===== config.mk =====
export PLATFORM = sky130hd
export DESIGN_NAME = ath_ctrl
export DESIGN_NICKNAME = d
export VERILOG_FILES = /design/src/sv/ath_pkg.sv /design/src/sv/ath_ctrl.sv
export SDC_FILE = /design/constraint.sdc
export NUM_CORES = 1
export LEC_CHECK = 0
export ABC_AREA = 1
export BUFFER_PORTS_ARGS = -buffer_cell sky130_fd_sc_hd__buf_2
export CAP_MARGIN = 10
export CORE_UTILIZATION = 48
export DETAILED_ROUTE_END_ITERATION = 10
export GPL_ROUTABILITY_DRIVEN = 0
export PLACE_DENSITY = 0.8
export SLEW_MARGIN = 0
export SYNTH_ARGS = -nofsm -noshare
export SYNTH_HDL_FRONTEND = slang
export SYNTH_SLANG_ARGS = --single-unit

===== constraint.sdc =====
create_clock -name clk -period 1.7 [get_ports clk]
set_clock_uncertainty 0.2 [all_clocks]
set_input_delay 0.085 -clock clk [delete_from_list [all_inputs] [get_ports clk]]
set_output_delay 0.085 -clock clk [all_outputs]
set_load 0.005 [all_outputs]

===== src/sv/ath_pkg.sv =====
// Shared constants, codes and controller/datapath interface types of the time histogram unit.
package ath_pkg;

  localparam int NUM_BINS  = 200;
  localparam int NUM_HIST  = 8;
  localparam int TIME_BITS = 40;
  localparam int HIST_W    = 3;
  localparam int BIN_W     = 8;
  localparam int SIZE_W    = 48;
  localparam int CFG_W     = 20;
  localparam int LEVEL_W   = 6;
  localparam int CNT_W     = 64;
  localparam int OUT_CNT_W = 63;
  localparam int WIDTH_W   = 63;
  localparam int PROD_W    = SIZE_W + TIME_BITS;
  localparam int TOTAL     = NUM_BINS * NUM_HIST;
  localparam int ADDR_W    = $clog2(TOTAL);
  localparam int HALF      = (NUM_BINS + 1) / 2;
  localparam int IN_DATA_W  = 144;
  localparam int OUT_DATA_W = 144;

  localparam logic [CFG_W-1:0]   CFG_RESET = CFG_W'(100000);
  localparam logic [LEVEL_W-1:0] LEVEL_TOP = '1;

  localparam logic [1:0] FUNC_UPDATE   = 2'd0;
  localparam logic [1:0] FUNC_FINALIZE = 2'd1;
  localparam logic [1:0] FUNC_READ     = 2'd2;

  typedef enum logic [1:0] {
    ST_DONE     = 2'd0,
    ST_IGNORED  = 2'd1,
    ST_REJECTED = 2'd2
  } status_t;

  typedef enum logic [1:0] {
    MD_DIV_START,
    MD_DIV_FINAL,
    MD_MULDIV
  } md_op_t;

  typedef struct packed {
    logic    load_item;
    logic    clr_wr;
    logic    hcur_item;
    logic    hcur_zero;
    logic    hcur_inc;
    logic    freeze;
    logic    load_w;
    logic    col_init;
    logic    col_rd_a;
    logic    col_rd_b;
    logic    col_wr;
    logic    col_clr;
    logic    level_inc;
    logic    md_start;
    md_op_t  md_op;
    logic    first_load;
    logic    bin_rd;
    logic    bin_wr;
    logic    nv_load;
    logic    sel_rd;
    logic    sel_latch;
    logic    emit;
    status_t code;
  } ath_cmd_t;

  typedef struct packed {
    logic [1:0] func;
    logic       clr_done;
    logic       size_zero;
    logic       frozen;
    logic       end_before_start;
    logic       grow_needed;
    logic       pair_last;
    logic       clr_last;
    logic       md_done;
    logic       bin_done;
    logic       dur_zero;
    logic       hcur_last;
    logic       out_busy;
  } ath_stat_t;

endpackage


===== src/sv/ath_ctrl.sv =====
// Controller state machine that sequences clearing, collapses, updates, finalize and reads.
module ath_ctrl import ath_pkg::*; (
  input  logic      clk,
  input  logic      rst,
  input  logic      in_valid,
  output logic      in_ready,
  input  ath_stat_t stat,
  output ath_cmd_t  cmd
);

  typedef enum logic [4:0] {
    S_CLEAR,
    S_IDLE,
    S_DECODE,
    S_LOADW,
    S_CHECK,
    S_COL_RA,
    S_COL_RB,
    S_COL_WR,
    S_COL_CLR,
    S_FIRST_WAIT,
    S_BIN_CHECK,
    S_BIN_WAIT,
    S_BIN_ADD,
    S_NV_WAIT,
    S_SEL,
    S_SEL_LATCH,
    S_EMIT
  } state_t;

  state_t  state;
  state_t  state_next;
  status_t code;
  status_t code_next;

  assign in_ready = state == S_IDLE;

  always_comb begin
    state_next = state;
    code_next  = code;
    cmd        = '0;
    cmd.code   = code;
    case (state)
      S_CLEAR: begin
        cmd.clr_wr = 1'b1;
        if (stat.clr_done) begin
          state_next = S_IDLE;
        end
      end
      S_IDLE: begin
        if (in_valid) begin
          cmd.load_item = 1'b1;
          code_next     = ST_DONE;
          state_next    = S_DECODE;
        end
      end
      S_DECODE: begin
        case (stat.func)
          FUNC_UPDATE: begin
            if (stat.size_zero || stat.frozen) begin
              code_next  = ST_IGNORED;
              state_next = S_EMIT;
            end else if (stat.end_before_start) begin
              code_next  = ST_REJECTED;
              state_next = S_EMIT;
            end else begin
              cmd.hcur_item = 1'b1;
              state_next    = S_LOADW;
            end
          end
          FUNC_FINALIZE: begin
            cmd.freeze    = 1'b1;
            cmd.hcur_zero = 1'b1;
            state_next    = S_LOADW;
          end
          FUNC_READ: begin
            cmd.hcur_item = 1'b1;
            state_next    = S_LOADW;
          end
          default: begin
            code_next  = ST_IGNORED;
            state_next = S_EMIT;
          end
        endcase
      end
      S_LOADW: begin
        cmd.load_w = 1'b1;
        state_next = S_CHECK;
      end
      S_CHECK: begin
        if (stat.func == FUNC_READ) begin
          if (stat.frozen) begin
            cmd.md_start = 1'b1;
            cmd.md_op    = MD_DIV_FINAL;
            state_next   = S_NV_WAIT;
          end else begin
            cmd.nv_load = 1'b1;
            state_next  = S_SEL;
          end
        end else if (stat.grow_needed) begin
          cmd.col_init = 1'b1;
          state_next   = S_COL_RA;
        end else if (stat.func == FUNC_UPDATE) begin
          cmd.md_start = 1'b1;
          cmd.md_op    = MD_DIV_START;
          state_next   = S_FIRST_WAIT;
        end else if (stat.hcur_last) begin
          state_next = S_EMIT;
        end else begin
          cmd.hcur_inc = 1'b1;
          state_next   = S_LOADW;
        end
      end
      S_COL_RA: begin
        cmd.col_rd_a = 1'b1;
        state_next   = S_COL_RB;
      end
      S_COL_RB: begin
        cmd.col_rd_b = 1'b1;
        state_next   = S_COL_WR;
      end
      S_COL_WR: begin
        cmd.col_wr = 1'b1;
        state_next = stat.pair_last ? S_COL_CLR : S_COL_RA;
      end
      S_COL_CLR: begin
        cmd.col_clr = 1'b1;
        if (stat.clr_last) begin
          cmd.level_inc = 1'b1;
          state_next    = S_LOADW;
        end
      end
      S_FIRST_WAIT: begin
        if (stat.md_done) begin
          cmd.first_load = 1'b1;
          state_next     = S_BIN_CHECK;
        end
      end
      S_BIN_CHECK: begin
        if (stat.bin_done) begin
          state_next = S_EMIT;
        end else begin
          cmd.bin_rd = 1'b1;
          if (stat.dur_zero) begin
            state_next = S_BIN_ADD;
          end else begin
            cmd.md_start = 1'b1;
            cmd.md_op    = MD_MULDIV;
            state_next   = S_BIN_WAIT;
          end
        end
      end
      S_BIN_WAIT: begin
        if (stat.md_done) begin
          state_next = S_BIN_ADD;
        end
      end
      S_BIN_ADD: begin
        cmd.bin_wr = 1'b1;
        state_next = S_BIN_CHECK;
      end
      S_NV_WAIT: begin
        if (stat.md_done) begin
          cmd.nv_load = 1'b1;
          state_next  = S_SEL;
        end
      end
      S_SEL: begin
        cmd.sel_rd = 1'b1;
        state_next = S_SEL_LATCH;
      end
      S_SEL_LATCH: begin
        cmd.sel_latch = 1'b1;
        state_next    = S_EMIT;
      end
      S_EMIT: begin
        if (!stat.out_busy) begin
          cmd.emit   = 1'b1;
          state_next = S_IDLE;
        end
      end
      default: state_next = S_IDLE;
    endcase
  end

  always_ff @(posedge clk) begin
    if (rst) begin
      state <= S_CLEAR;
      code  <= ST_DONE;
    end else begin
      state <= state_next;
      code  <= code_next;
    end
  end

endmodule

# == Word-level counts from Yosys, hierarchy flattened ==
# Cells that the tools add are included.
# totals
in_bits,17
out_inout_bits,26
wordCells,102
rom_bits,0
mem_bits_rw,0
latch_bits,0
n_memories,0
ff_bits,7
# classes
magnitude_cmp,0
reduce_logical,7
n_mul,0
n_bitwise,0
div_mod_pow,0
addsub,0
shift,0
eq_ne,27
muxes,66
# ops
op,n
case mux 5 bit (17 select lines),1
two-way mux 5 bit,14
== test 5 x 4 -> 1 bit (second input constant),8
two-way mux 1 bit,31
two-way mux 3 bit,7
== test 5 x 3 -> 1 bit (second input constant),4
inequality test 2 bit (second input constant),8
two-way mux 2 bit,6
== test 5 x 2 -> 1 bit (second input constant),2
case mux 5 bit (2 select lines),1
case mux 2 bit (2 select lines),2
AND reduction 7 bit,1
case mux 3 bit (2 select lines),1
== test 5 x 1 -> 1 bit (second input constant),1
== test 5 bit (second input constant),1
zero test 5 bit,1
two-way mux 4 bit,1
inequality test 4 bit (second input constant),1
case mux 1 bit (2 select lines),2
AND reduction 4 bit,1
== test 2 x 1 -> 1 bit (second input constant),1
== test 2 bit (second input constant),1
zero test 2 bit,1
nonzero test 2 bit,1
other kinds (2),2

# == Depth between registers and ports, before layout ==
# Gate-level depths: netlist of the first run.
# depth
ltp_word,5
depth_mapped,10
depth_no_buf,10

# == Least setup slack after synthesis of the first run ==
# Ideal clock, no wire load.
# synth_timing
kind,register -> register
start,reg state[0]
end,reg code[1]
required_time_ns,1.383
period_less_slack_ns,1.522
n_path_buf,0
path_slack_ns,0.178
path_stages_with_launch,8
t_arrival_ns,1.206
setup_time_ns,0.117
path_cell_list,dfxtp_1 nand2_4 nor2_4 inv_2 nand2_1 nand3_2 a21oi_2 nor3_2
# synth_between
elab_chain_cells,3
# synth_rtl
element,line,rtl
"start, declared",ath_ctrl.sv:31,state_t state;
"start signal, assigned",ath_ctrl.sv:191,state <= state_next;
== test 5 x 1 -> 1 bit (*),--,
net in_ready,ath_ctrl.sv:6,"output logic in_ready,"
inequality test 2 bit (no line) / nonzero test 2 bit (equally long branches),--,
AND reduction 4 bit (no line),--,
"end signal, assigned",ath_ctrl.sv:192,code <= code_next;
"end, declared",ath_ctrl.sv:33,status_t code;
# The timed path passes the listed nets; every way through them passes the cells marked *.
# A chain may end at the register's enable or synchronous reset.

==> results of run 1 <==
[worst min path at each step]
stage,from,to,cells past startpoint
4_1_cts,stat[4],state[1],4
5_1_grt,stat[3],state[4],3
3_3_place_gp,rst,state[1],2
2_1_floorplan,rst,state[1],1
3_5_place_dp,rst,state[3],2
6_report,stat[4],state[1],4
[report_power, final]
part / total [mW] / switching, mW / internal, mW
Combinational: 0.912 / 0.560 / 0.352
Clock: 0.165 / 0.0742 / 0.0904
Sequential: 0.279 / 0.0577 / 0.222
Total: 1.36 / 0.692 / 0.664
[flip-flops by register name, indices dropped and copies added (netlist names)]
| register | cells |
|---|---|
| state | 5 |
| code | 2 |
[cells in the mapped netlist]
master    count  area, sq um
a21oi_2       3        26.28
nor2_2        7        43.79
o21ai_0       3        15.01
o211ai_1      1        7.510
nand3b_1      3        22.52
nor2_1       36        135.1
buf_4         1        7.510
nand3_2       2        20.02
a21oi_1       5        25.02
a41oi_1       2        17.52
ha_1          4        50.05
nor3_2        1        10.01
nand2_1      31        116.4
nand2_2       5        31.28
inv_4         1        6.260
nand2_4       5        56.30
nand3_1      13        65.06
o21ai_4       1        16.27
nand4_1       2        12.51
o21ai_1       1        5.000
nor3_1        3        15.01
inv_2         6        22.52
inv_1        23        86.33
dfxtp_1       7        140.1
a31oi_1       1        6.260
nor2_4        7        78.83
[per-stage QoR]
step,worst slack (ns),util (%)
finish,-0.02262,75.50
global route,-0.1017,75.50
CTS,0.004366,70.81
detailed placement,-0.01260,65.19
global placement,0.003053,65.19
floorplan,0.1775,-
[worst min-delay path, stage by stage]
cell and delay [ns]:
buf_2 0.08, inv_1 0.10, nand2_1 0.11, a21oi_2 0.05
[cells by family (layout without fill, tap and decap cells)]
| family | Yosys count | count (layout) | synth area share (%) |
|---|---|---|---|
| AOI/OAI and AO/OA | 17 | 17 | 11.45 |
| buffers and inverters | 31 | 90 | 11.81 |
| and+or+nand+nor | 115 | 115 | 58.43 |
| DFF | 7 | 7 | 13.49 |
| adders and majority gates | 4 | 4 | 4.819 |
[repair_timing]
action	4_1_cts	5_1_grt
setup buffers	4	5
endpoints found under the hold margin	5	0
endpoints found under the setup margin	12	19
pin swaps	3	10
hold buffers	1	0
resized for setup	14	16
[final cells by class]
cell class / instances / area [sq um] / share of cell area [%]
well taps: 27 / 33.78 / 2.235
flip-flops and latches: 7 / 156.4 / 10.35
clock buffers: 4 / 26.28 / 1.738
inverters: 30 / 123.9 / 8.195
repair buffers: 56 / 321.6 / 21.27
multi-input cells: 136 / 849.6 / 56.21
[per-layer routing]
layer | vias to the layer above | global-route usage (%)
li1 | 663 | -
met1 | 606 | 30.46
met2 | 80 | 55.40
met3 | 11 | 2.830
met4 | 0 | 13.73
met5 | - | 0
==> summary.txt, run 1 <==
Vias/cell: 5.231
Inserted Diodes: 0
die area: 2354 sq um
Starting Density: 51.88%
dpl cells: 246
Post-DP HPWL: 2523 um
max layer used: met4
max cap viols: 0
Crit Reg-Reg Endpoint: state[1]
VDD IR max: 601.7 uV
Die Span Y: 48.52 um
Max-slew headroom: 77.64%
#FFs+latches synth: 7
design area: 1511 sq um
crit path launch: state[3]
most common library cell in the layout ignoring fill and taps: buf_2
CTS max path bufs: 2
Setup crit start kind: register
Power Dens Cells: 897.0 nW/um^2
antenna violations before repair: 0
Post-Layout Cell Count: 260
fin crit share: 101.3%
Yosys warnings: 0
CTS tree: done
Metal-1 WL: 1248 um
Crit path arrival time: 1.44 ns
Worst setup EP type: output pin
number of cells on the worst reg-to-reg path: 9
Fmax: 0.5805 GHz
overall routing resource usage: 28.57%
Mapped Area: 1038 sq um
Leak: 0.7926 nW
Root Driver: clkbuf_4
Worst Max-Slew Pin Slew: 0.3329 ns
share of cells above drive strength 1: 47.64%
htree depth: 1
RR Startpoint: state[1]
Initial DRT Pass Iterations: 4
I/O pin count: 43
port bufs: 42
clk sinks: 7
first-pass GRT wire length: 5278 um
Hold Crit Class: in2reg
RSZ-0062 raised after global routing: true
# setup viols final: 3
core area: 2002 sq um
area delta synth->final: 45.54%
final setup TNS: -0.04049 ns
Synth Instances: 174
total power: 1.356 mW
CP Capture Point: cmd[11]
first-iteration detailed-routing DRC count: 54
WL per Instance: 12.92 um
Remaining DRCs: 0
Die X: 48.52 um
FP Rows: 16
Filler cells: 165
worst hold slack: -0.002581 ns
Syn Nets: 195
met3 WL: 272 um
Hold Vio Cnt, Final: 1
ANT nets after route: 0
Tmin final: 1.723 ns
CP cell instances: nand2_2, nor2_4, nand3_2, buf_4, nand2_1, buf_2
Distinct cells, synth: 26
cts bufs inserted: 3
largest net degree at the start of global routing: 9
vias in the first global route: 1291
commonest cells after routing, fill and taps aside: buf_2 (42), nor2_1 (31), nand2_1 (31)
delay-heaviest family, CP: simple AND/OR/NAND/NOR gates
worst-path maximum fanout: 7
outcome: finished, violations left
fin nets: 255
flop2flop setup slack: 0.04 ns
Worst EP required: 1.41 ns
Worst-Skew Late Latency: 0.27 ns
Post-Route WL: 3360 um
Crit path depth: 6
sequential share of the synthesized area: 13.49%
Slowest-stage cell, CP: dfxtp_4
CTS clock-pin slew for the worst setup and hold paths: 0.06 ns
Post-Syn Area per Cell: 5.968 sq um
met2 wire len: 1756 um
fin. max-slew vios: 0
vias post-DR: 1360
Critical path buffers and inverters: 2
Setup CP Type: reg2out
final setup margin: -0.02262 ns
GRT overflow: 0
Post-DP Area: 1305 sq um
Worst path max stage delay: 0.42 ns
failing checks: negative hold slack, negative setup slack
Note: power is estimated with default switching activity, not from simulation.
==> run 2: changes to the inputs <==
ABC_AREA = default   (was 1)
CORE_UTILIZATION = 46   (was 48)
CTS_CLUSTER_SIZE = 12   (was default)
PLACE_DENSITY = 0.79   (was 0.8)
==> run 2 against run 1 <==
  * The flow now stops in global routing (5_1_grt)
  * Area after synthesis shrank 10%
  * Synthesized cell count shrank 18%
==> summary.txt, run 2 <==
Die Span Y: 47.08 um (-3.0%)
Root Driver: clkbuf_4
Mapped Area: 934.6 sq um (-10%)
FP Rows: 15 (-1)
I/O pin count: 43 (unchanged)
overall routing resource usage: 80.30%
htree depth: 1 (unchanged)
Distinct cells, synth: 41 (+58%)
Post-synth EDFFs: 0 (unchanged)
Crit. endpoint post-GRT repair: cmd[17]
cts bufs inserted: 3 (unchanged)
Syn Nets: 163 (-16%)
largest net degree at the start of global routing: 9
#FFs+latches synth: 7 (unchanged)
Stop stage: global routing (5_1_grt)
Post-DP Area: 1365 sq um (+4.6%)
Log Error: [ERROR GRT-0232] Routing congestion too high. Check the congestion heatmap in the GUI.
commonest cells in the netlist: nor2_1 (24), inv_1 (12), nand2_1 (10)
Yosys warnings: 0 (unchanged)
Synth Instances: 142 (-18%)
clk sinks: 7 (unchanged)
CTS max path bufs: 2 (unchanged)
top post-synthesis cells by area: dfxtp_1 (15%), nor2_1 (9.6%), ha_1 (5.4%)
Die X: 47.08 um (-3.0%)
area leader, netlist: dfxtp_1
Post-synth ARST share: 0% (unchanged)
outcome: aborted with a tool error
Starting Density: 51.34% (-0.53 points)
Yosys top cell area share: 14.99% (+1.5 points)
count leader, synth: nor2_1
worst_ep kind: output port
GRT overflow: 67
sequential share of the synthesized area: 14.99% (+1.5 points)
port bufs: 42 (unchanged)
Post-Syn Area per Cell: 6.582 sq um (+10%)
Top FF cell, synth: dfxtp_1
Post-DP HPWL: 2613 um (+3.6%)
[run 2: cell count changes after synthesis, moves of 5 or more]
cell / previous run / this run
nand2_4: 5 / 0
nor2_4: 7 / 0
clkbuf_1: 0 / 5
nand2b_1: 0 / 5
or3_1: 0 / 6
inv_1: 23 / 12
nor2_1: 36 / 24
nand2_2: 5 / 0
nor2_2: 7 / 0
nand2_1: 31 / 10
inv_2: 6 / 0
nand3_1: 13 / 5
[run 2: logic make-up after synthesis]
logic type	after synthesis	synth area share, %
and+or+nand+nor	75	41.63
DFF	7	14.99
buffers and inverters	22	10.57
adders and majority gates	4	5.355
xor gates and xnor gates	1	0.9373
AOI/OAI and AO/OA	33	26.51
[run 2: metal layers]
layer / GRT overflow / track usage [%]
met5: 0 / 12.50
met1: 0 / 72.12
met3: 1 / 55.77
met2: 49 / 107.8
met4: 17 / 96.00
[run 2: metrics by stage]
stage	setup TNS [ns]	cells	worst slack (ns)	hold WS (ns)	util (%)
floorplan	-1.192	142	-0.2712	0.001096	-
global placement	-1.940	230	-0.2322	0.1557	74.98
detailed placement	-2.565	230	-0.2983	0.1685	74.98
CTS	-4.578	249	-0.3377	0.02199	92.51
[run 2: what timing repair did]
item                                    CTS
pin swaps                                17
resized for setup                        45
setup buffers                            13
endpoints found under the hold margin     6
hold buffers                              3
endpoints found under the setup margin   22
==> run 3: changes to the inputs <==
CORE_AREA = 2 2 63 65   (was default)
CORE_UTILIZATION = default   (was 46)
CTS_CLUSTER_SIZE = default   (was 12)
DIE_AREA = 0 0 65 67   (was default)
PLACE_DENSITY = default   (was 0.79)
PLACE_DENSITY_LB_ADDON = 0.15   (was default)
==> run 3 against run 2 <==
  * The flow now finishes, with violations (negative setup slack)
  * Area after synthesis unchanged
  * Synthesized cell count unchanged
==> summary.txt, run 3 <==
outcome: finished, violations left
failing checks: negative setup slack
largest family of logic cells by synthesized area: simple AND/OR/NAND/NOR gates
XOR/XNOR Fraction of Synth Area: 0.9371% (unchanged)
Post-Synth Simple-Gate Area: 41.63% (unchanged)
max cap viols: 0
Setup CP Type: reg2out
Largest Register: state
Post-synth ARST share: 0% (unchanged)
Synth Instances: 142 (unchanged)
CTS clock-pin slew for the worst setup and hold paths: 0.04 ns
FP Rows: 22 (+7)
mux contribution to synthesized area: 0% (unchanged)
GRT overflow: 0
count leader, synth: nor2_1
Syn Nets: 163 (unchanged)
Largest regs: state x5, code x2
dpl cells: 251 (+9.1%)
Synth Area in Adders: 5.355% (unchanged)
Power Dens Cells: 471.7 nW/um^2
Die Span Y: 67 um (+42%)
overall routing resource usage: 18.16%
Post-Layout Cell Count: 276
commonest cells after routing, fill and taps aside: buf_2 (38), buf_4 (29), buf_6 (21)
vias post-DR: 1382
Inserted Diodes: 0
Post-Syn Area per Cell: 6.582 sq um (unchanged)
die area: 4355 sq um
max FFs per register: 5
Hold Crit Class: in2reg
final setup TNS: -5.210 ns
share of cells above drive strength 1: 61.84%
Worst-Skew Late Latency: 0.23 ns
CP cell instances: or3b_4, or3_4, buf_6, o22ai_2, buf_2
first-iteration detailed-routing DRC count: 65
total power: 0.9083 mW
Post-synth EDFFs: 0 (unchanged)
top post-synthesis cells by area: dfxtp_1 (15%), nor2_1 (9.6%), ha_1 (5.4%)
delay-heaviest family, CP: simple AND/OR/NAND/NOR gates
Vias/cell: 5.007
final setup margin: -0.3978 ns
Root Driver: clkbuf_8
Distinct cells, synth: 41 (unchanged)
Post-DP HPWL: 2795 um (+7.0%)
Yosys warnings: 0 (unchanged)
fin nets: 250
core area: 3606 sq um
antenna violations before repair: 0
commonest cells in the netlist: nor2_1 (24), inv_1 (12), nand2_1 (10)
# setup viols final: 25
port bufs: 42 (unchanged)
area leader, netlist: dfxtp_1
most common library cell in the layout ignoring fill and taps: buf_2
largest net degree at the start of global routing: 12
Critical path buffers and inverters: 2
sequential share of the synthesized area: 14.99% (unchanged)
CTS max path bufs: 2 (unchanged)
Worst EP required: 1.41 ns
pre-CTS WS: -0.3162 ns (-0.01795 ns)
Initial DRT Pass Iterations: 4
Crit path arrival time: 1.81 ns
design area: 1926 sq um
Worst Max-Slew Pin Slew: 0.3728 ns
clk sinks: 7 (unchanged)
CTS tree: done
htree depth: 1 (unchanged)
Tmin final: 2.098 ns
Setup crit start kind: register
Starting Density: 25.92% (-25 points)
#FFs+latches synth: 7 (unchanged)
ANT nets after route: 0
Max-slew headroom: 74.80%
Slowest-stage cell, CP: or3_4
Die X: 65 um (+38%)
Post-Route WL: 3967 um
complex-gate fraction of the synthesized area: 26.51% (unchanged)
Post-DP Area: 1379 sq um (+1.0%)
Worst path max stage delay: 0.43 ns
fin crit share: 123.4%
WL per Instance: 14.37 um
RSZ-0062 raised after global routing: true
Hold Vio Cnt, Final: 0
Mapped Area: 934.6 sq um (unchanged)
Top FF cell, synth: dfxtp_1
worst hold slack: 0.02197 ns
worst-path maximum fanout: 4
Yosys top cell area share: 14.99% (unchanged)
Fmax: 0.4767 GHz
first-pass GRT wire length: 6023 um
Leak: 0.8946 nW
Remaining DRCs: 0
fin. max-slew vios: 0
vias in the first global route: 1329
VDD IR max: 361.6 uV
I/O pin count: 43 (unchanged)
cts bufs inserted: 3 (unchanged)
fin util: 53.40%
Worst setup EP type: output pin
area delta synth->final: 106.0%
run 3: cell counts after synthesis:
No cell type changed its count.
run 3: timing repair:
item / in CTS / in global routing
endpoints found under the hold margin: 5 / 0
setup endpoints to repair: 24 / 30
pin swaps: 12 / 18
gates resized for setup: 40 / 44
buffers inserted: 11 / 9
hold buffers: 2 / 0
run 3: power breakdown:
group / switching, mW / internal (mW)
sequential: 0.0225 / 0.178
clock: 0.0762 / 0.163
combinational: 0.226 / 0.243
run 3: path summary, 6_finish.rpt:
kind	start	endpoint	slack, ns	cells past startpoint
worst max-delay path	state[2]	cmd[5]	-0.40	5
worst min-delay path	stat[0]	state[4]	0.02	3
worst max register to register	state[2]	state[2]	-0.36	6
worst min register to register	code[0]	code[0]	0.30	2
run 3: cell type report:
class                   instances  area (sq um)
flip-flops and latches          7         147.6
clock buffers                   4         45.04
fillers                       370          1680
multi-input cells             113         925.9
inverters                      12         52.55
well taps                      48         60.06
repair buffers                 92         694.4
run 3: layer usage:
metal	part of all wire [%]	global-route usage (%)
met1	39	19.23
met2	53	34.28
met3	5.4	3.547
met4	2.8	8.511
met5	0	0
run 3: worst min-delay path, cell delays in order:
cell and delay [ns]:
buf_2 0.11, a31oi_1 0.08, a21oi_1 0.13
run 3: kinds of logic after synthesis:
group | count (synthesis)
DFF | 7
AOI/OAI and AO/OA | 33
adders and majority gates | 4
xor gates and xnor gates | 1
buffers and inverters | 22
and+or+nand+nor | 75
==> run 4: changes to the inputs <==
==> constraint.sdc (replaced) <==
create_clock -name clk -period 1.7 [get_ports clk]
set_clock_uncertainty 0.2 [all_clocks]
set_input_delay 0.34 -clock clk [delete_from_list [all_inputs] [get_ports clk]]
set_output_delay 0.34 -clock clk [all_outputs]
set_load 0.005 [all_outputs]
==> run 4 against run 3 <==
  * The run still ends with negative setup slack left
  * Non-clock buffer count grew 19
  * Clock-buffer cell count is the same
  * First-iteration DRC count grew 22%
  * Design area grew 9.0%
  * Worst setup slack lost 0.15 ns
  * Largest cell class unchanged
==> summary.txt, run 4 (synthesis results as in run 3) <==
max cap viols: 0 (unchanged)
Hold Vio Cnt, Final: 0 (unchanged)
Critical path buffers and inverters: 1 (-1)
outcome: finished, violations left
largest net degree at the start of global routing: 9 (-3)
RSZ-0062 raised after global routing: true
Power Dens Cells: 472.1 nW/um^2 (about the same)
Remaining DRCs: 0 (unchanged)
Post-Layout Cell Count: 295 (+6.9%)
CP cell instances: or3b_4, or4_4, o21ai_2, buf_2
vias post-DR: 1475 (+6.7%)
worst hold slack: 0.2045 ns (+0.1825 ns)
Worst setup EP type: output pin
Initial DRT Pass Iterations: 4 (unchanged)
Largest regs: state x5, code x2
Setup CP Type: reg2out
CTS clock-pin slew for the worst setup and hold paths: 0.04 ns (about the same)
first-iteration detailed-routing DRC count: 79 (+22%)
CTS max path bufs: 2 (unchanged)
Inserted Diodes: 0 (unchanged)
area delta synth->final: 124.5%
port bufs: 42 (unchanged)
fin nets: 269 (+7.6%)
Max-slew headroom: 74.24% (-0.56 points)
WL per Instance: 14.45 um (+0.56%)
fin util: 58.19% (+4.8 points)
die area: 4355 sq um (unchanged)
number of cells on the worst reg-to-reg path: 8 (+2)
clk sinks: 7 (unchanged)
core area: 3606 sq um (unchanged)
overall routing resource usage: 19.77% (+1.6 points)
fin. max-slew vios: 0 (unchanged)
ANT nets after route: 0 (unchanged)
Vias/cell: 5.000 (-0.14%)
hold path depth: 2 (-1)
I/O pin count: 43 (unchanged)
Post-DP HPWL: 3030 um (+8.4%)
fin crit share: 132.3% (+8.9 points)
VDD IR max: 347.1 uV (-4.0%)
Hold Crit Class: in2reg
Starting Density: 25.92% (unchanged)
delay-heaviest family, CP: simple AND/OR/NAND/NOR gates
Worst path max stage delay: 0.53 ns (+0.10 ns)
Crit path arrival time: 1.71 ns (-0.10 ns)
Worst EP required: 1.16 ns (-0.25 ns)
antenna violations before repair: 0 (unchanged)
share of cells above drive strength 1: 66.80% (+5.0 points)
GRT overflow: 0 (unchanged)
design area: 2098 sq um (+9.0%)
Worst Max-Slew Pin Slew: 0.3856 ns (+0.01286 ns)
Die Span Y: 67 um (unchanged)
# setup viols final: 31 (+24%)
first-pass GRT wire length: 6603 um (+9.6%)
Root Driver: clkbuf_8
vias in the first global route: 1431 (+7.7%)
Post-Route WL: 4264 um (+7.5%)
worst-path maximum fanout: 4 (unchanged)
Crit path depth: 4 (-1)
max FFs per register: 5 (unchanged)
FP Rows: 22 (unchanged)
commonest cells after routing, fill and taps aside: buf_4 (51), buf_2 (39), buf_6 (18)
Setup crit start kind: register
Die X: 65 um (unchanged)
Worst-Skew Late Latency: 0.23 ns (about the same)
failing checks: negative setup slack
Leak: 0.9745 nW (+8.9%)
Post-DP Area: 1620 sq um (+18%)
Largest Register: state
CTS tree: done
cts bufs inserted: 3 (unchanged)
htree depth: 1 (unchanged)
most common library cell in the layout ignoring fill and taps: buf_4
dpl cells: 274 (+9.2%)
Slowest-stage cell, CP: or4_4
final setup margin: -0.5499 ns (-0.1521 ns)
pre-CTS WS: -0.3275 ns (-0.01134 ns)
Fmax: 0.4445 GHz (-6.8%)
Tmin final: 2.250 ns (+0.1521 ns)
run 4: changes by cell type in the layout (fill, tap and decap cells not counted), moves of 2 or more:
cell	change
buf_4	+22
nor2_2	+2
a31oi_4	+2
buf_12	+2
o22ai_1	+2
buf_6	-3
dlygate4sd3_1	-2
dfxtp_2	+2
nor2_1	-2
nand2b_1	-2
inv_1	+2
o22ai_2	-2
run 4: layout make-up:
cell class                 instances  area [sq um]
clock buffer                       4         45.04
fill                             345          1508
inverter                          12         45.04
multi-input combinational        113         965.9
sequential                         7         146.4
tap                               48         60.06
timing repair buffer             111         835.8
run 4: worst register-to-register path, delay by kind of cell (launching register included):
kind                   cells  cell delay, ns
AOI/OAI and AO/OA          3            0.48
buffers and inverters      3            0.36
DFF                        1            0.35
and+or+nand+nor            2            0.72
run 4: routing by layer:
layer  up-vias  global-route usage [%]  share of wire [%]
met5         -                       0                  0
met4         0                   5.851                2.4
met3         9                   2.872                5.0
met2        49                   38.92                 52
met1       706                   21.59                 40
li1        711                       -                  -
run 4: path summary, 6_finish.rpt:
check,startpoint,end,slack (ns)
hold / removal,rst,state[4],0.20
setup reg to reg,state[2],state[2],-0.51
hold reg to reg,code[0],code[0],0.29
setup / recovery,state[1],cmd[11],-0.55
run 4: per-stage QoR:
stage          power, mW  TNS (ns)
2_1_floorplan     0.3769    -3.116
3_3_place_gp      0.5858    -4.341
3_5_place_dp      0.5863    -4.674
4_1_cts           0.9381    -10.66
5_1_grt            1.053    -12.16
6_report          0.9905    -10.61
run 4: repair_timing:
action | 4_1_cts | 5_1_grt
hold buffers | 0 | 0
pin swaps | 16 | 17
hold endpoints to repair | 0 | 0
gates resized for setup | 49 | 28
gates cloned | 0 | 0
endpoints found under the setup margin | 31 | 31
setup buffers | 15 | 6
run 4: where the power goes:
group          total, mW  internal [mW]  switching (mW)  leakage, nW
combinational      0.550          0.298           0.252        0.893
sequential         0.194          0.176          0.0177       0.0590
clock              0.247          0.163          0.0836       0.0228
